### src/design/lwa_pkg.sv
`timescale 1ns / 1ps
`default_nettype none
// ----------------------------------------------------------------------------
// lwa_pkg: shared types and constants of the advection stencil unit
// sizes, operation codes, register indexes and the update request formats
// ----------------------------------------------------------------------------
package lwa_pkg;

  localparam int MAX_CELLS = 2048;
  localparam int ADDR_W    = $clog2(MAX_CELLS);
  localparam int LEN_W     = ADDR_W + 1;
  localparam int SAMPLE_W  = 32;
  localparam int COEF_W    = 30;
  localparam int FRAC_W    = 30;
  localparam int STEP_W    = 16;
  localparam int CFG_W     = 30;
  localparam int CFG_IDX_W = 2;
  localparam int OP_W      = 2;

  // host operations
  typedef enum logic [OP_W-1:0] {
    OP_WRITE = 2'd0,
    OP_RUN   = 2'd1,
    OP_READ  = 2'd2
  } op_t;

  // configuration register indexes
  typedef enum logic [CFG_IDX_W-1:0] {
    REG_HALF_COURANT    = 2'd0,
    REG_HALF_COURANT_SQ = 2'd1,
    REG_STEP_COUNT      = 2'd2,
    REG_GRID_LENGTH     = 2'd3
  } reg_idx_t;

  // sequencer states
  typedef enum logic [1:0] {
    ST_IDLE,
    ST_SWEEP,
    ST_DRAIN
  } state_t;

  // one stencil update request into the arithmetic pipeline
  typedef struct packed {
    logic                       valid;
    logic [ADDR_W-1:0]          addr;
    logic signed [SAMPLE_W-1:0] left;
    logic signed [SAMPLE_W-1:0] mid;
    logic signed [SAMPLE_W-1:0] right;
  } upd_req_t;

  // write-back of one updated cell
  typedef struct packed {
    logic                       valid;
    logic [ADDR_W-1:0]          addr;
    logic signed [SAMPLE_W-1:0] data;
  } wr_t;

endpackage
`default_nettype wire

### src/design/lwa_tap_cell.sv
`timescale 1ns / 1ps
`default_nettype none
// ----------------------------------------------------------------------------
// lwa_tap_cell: one cell of the stencil window
// holds one sample and passes it to the next cell whenever the window advances
// ----------------------------------------------------------------------------
module lwa_tap_cell (
  input  wire logic                                 clk,
  input  wire logic                                 shift_en,
  input  wire logic signed [lwa_pkg::SAMPLE_W-1:0]  d,
  output logic signed [lwa_pkg::SAMPLE_W-1:0]       q
);

  logic signed [lwa_pkg::SAMPLE_W-1:0] q_r;

  // sample register
  always_ff @(posedge clk) begin
    if (shift_en) begin
      q_r <= d;
    end
  end

  assign q = q_r;

endmodule
`default_nettype wire

### config.mk
export PLATFORM = sky130hd
export DESIGN_NAME = lwa_tap_cell
export DESIGN_NICKNAME = d
export VERILOG_FILES = /design/src/design/lwa_pkg.sv /design/src/design/lwa_tap_cell.sv
export SDC_FILE = /design/constraint.sdc
export NUM_CORES = 1
export LEC_CHECK = 0
export ABC_AREA = 1
export BUFFER_PORTS_ARGS = -buffer_cell sky130_fd_sc_hd__buf_2
export CORE_ASPECT_RATIO = 1.1
export CORE_MARGIN = 4
export CORE_UTILIZATION = 41
export CTS_BUF_LIST = sky130_fd_sc_hd__clkbuf_4
export CTS_CLUSTER_DIAMETER = 50
export DETAILED_ROUTE_END_ITERATION = 10
export PLACE_DENSITY_LB_ADDON = 0.3
export SLEW_MARGIN = 25
export SYNTH_ARGS = -nofsm -noshare
export SYNTH_HDL_FRONTEND = slang
export SYNTH_SLANG_ARGS = --single-unit
export TNS_END_PERCENT = 5
### constraint.sdc
create_clock -name clk -period 0.8 [get_ports clk]
set_input_delay 0.16 -clock clk [delete_from_list [all_inputs] [get_ports clk]]
set_output_delay 0.16 -clock clk [all_outputs]
set_load 0.03 [all_outputs]
==> run_results.csv <==
group,metric,value,unit
run_status,status,"finished, violations left",
run_status,failed_checks,"negative setup slack",
cells_and_area,layout_commonest_cell,"buf_2",
cells_and_area,num-multi-input-gates,0,
route,antenna_left,0,
synthesis,yosysUniqueCellTypes,1,
synthesis,synth-seq-cells,32,
global_route,grt_overflow_total,0,
route,drt-initial-drc-count,11,
route,vias,713,
power,p_leak,0.000823,uW
timing,hold_viol_final,0,
route,first_pass_iters,2,
floorplan,core,2250,um^2
cells_and_area,final_cells,169,
place,gp_congestion,0.587,
timing,drv_slew,0,
cts,post_cts_buffers,0,
worst_setup_path,worstPathMaxFanout,1,
cells_and_area,n_fill_cell,102,
cells_and_area,largest_register_ffs,32,
worst_setup_path,cp-end-kind,"output port",
synthesis,avgSynthCellArea,30.0,um^2
cts,cts_sinks,32,
cts,cts_buffers,5,
floorplan,ios,66,
synthesis,yosysWarnings,0,
cells_and_area,syn_to_final_growth,102,%
route,drt-wirelength-per-cell,15.2,um
synthesis,synthCells,32,
timing,rsz0062_at_grt,"true",
timing,tightest_slew,0.112,ns
cts,ctsLongestPathBuffers,2,
place,place.port_buffers,65,
worst_setup_path,path_cells,"buf_6",
route,drc_errors,0,
floorplan,dieArea,3180,um^2
floorplan,die_h,58.8,um
global_route,track_usage,0.177,
timing,max_freq,956,MHz
place,pre_cts_ws,0.0354,ns
timing,finalSetupViolations,32,
floorplan,fp.dieW,54.2,um
cells_and_area,final_cell_mix,"buf_2 (33), dlygate4sd3_1 (32), buf_6 (32), edfxtp_1 (32), clkbuf_4 (7)",
worst_setup_path,critPathRequiredTime,0.64,ns
worst_setup_path,cp_top_family,"flip-flops",
cells_and_area,final_net_count,172,
global_route,grt_max_degree,17,
synthesis,syn_area,961,um^2
floorplan,rows,18,
cts,clkTransAtPathRegs,0.09,ns
floorplan,start_util,0.427,
global_route,first_global_vias,777,
worst_setup_path,setup.worst_path.class,"reg -> out",
timing,fin_ws,-0.246,ns
power,total_power,3730,uW
power,peakVddDrop,1590,uV
timing,fin_crit_sh,1.31,
timing,period_needed,1.05,ns
worst_setup_path,crit_buf_inv,1,
global_route,antenna_found_initial,0,
cts,cts_tree,"done",
synthesis,synth_fp_nets,66,
cells_and_area,antenna_cells,0,
run,max_cap_violations,0,
cts,cts_root_buf,"clkbuf_4",
hold_path,hold_class,"in -> reg",
place,placed_cells,129,
cts,cts_max_level,2,
cells_and_area,drive_gt1_frac,0.532,
route,wirelength,2.57,mm
synthesis,yosysSeqAreaShare,1.00,
power,power_density,1920,nW/um^2
cells_and_area,multi_input_area,0,um^2
worst_setup_path,crit_path_top_delay_cell,"edfxtp_1",
worst_setup_path,crit_path_max_incr_delay,0.41,ns
worst_setup_path,cp.arrival,0.89,ns
timing,relSlewSlack,0.926,
worst_setup_path,cp-start-kind,"flip-flop",
global_route,grt_pass1_wl,3.68,mm
route,avgViaCountPerCell,4.22,
kinds of logic after synthesis:
group	after synthesis	synth area share
flops	32	1.00
metal layers:
metal / vias up / part of all wire / GRT usage
met2: 51 / 0.56 / 0.311
met1: 315 / 0.32 / 0.161
li1: 342 / - / -
met4: 0 / 0.015 / 0.0747
met3: 5 / 0.11 / 0.101
met5: - / 0 / 0
per-stage QoR:
step | cell area, um^2 | setup TNS, ns | util | hold WS, ns
final | 1940 | -7.09 | 0.862 | 0.267
after floorplan | 961 | 0 | - | 0.259
after CTS | 1900 | -7.81 | 0.844 | 0.000139
after global routing | 1940 | -8.83 | 0.862 | 0.247
after detailed placement | 1360 | 0 | 0.606 | 0.338
after global placement | 1360 | 0 | 0.606 | 0.336
final cells by class:
type	count	area [um^2]	area share
clock inverter	1	3.75	0.00193
tap	30	37.5	0.0193
sequential	32	961	0.495
timing repair buffer	99	886	0.456
clock buffer	7	52.6	0.0271
power by group:
part	internal, uW	switching [uW]	leakage (uW)	total, uW
Combinational	408	390	0.000476	798
Clock	405	473	0.0000338	878
Sequential	1990	62.3	0.000313	2060
synth_stat cells:
| cell | instances | share of area |
|---|---|---|
| edfxtp_1 | 32 | 1.0 |
worst paths after layout:
kind / from / depth (start not counted) / slack (ns) / to
max: q[1]$_DFFE_PP_ / 1 / -0.25 / q[1]
min: shift_en / 2 / 0.27 / q[15]$_DFFE_PP_
what timing repair did:
| action | in CTS | in global routing |
|---|---|---|
| resized for setup | 64 | 0 |
| endpoints found under the hold margin | 28 | 4 |
| endpoints found under the setup margin | 32 | 32 |
| hold buffers | 28 | 4 |
| cloned | 0 | 0 |
No activity file was read; power rests on OpenSTA's default activity.
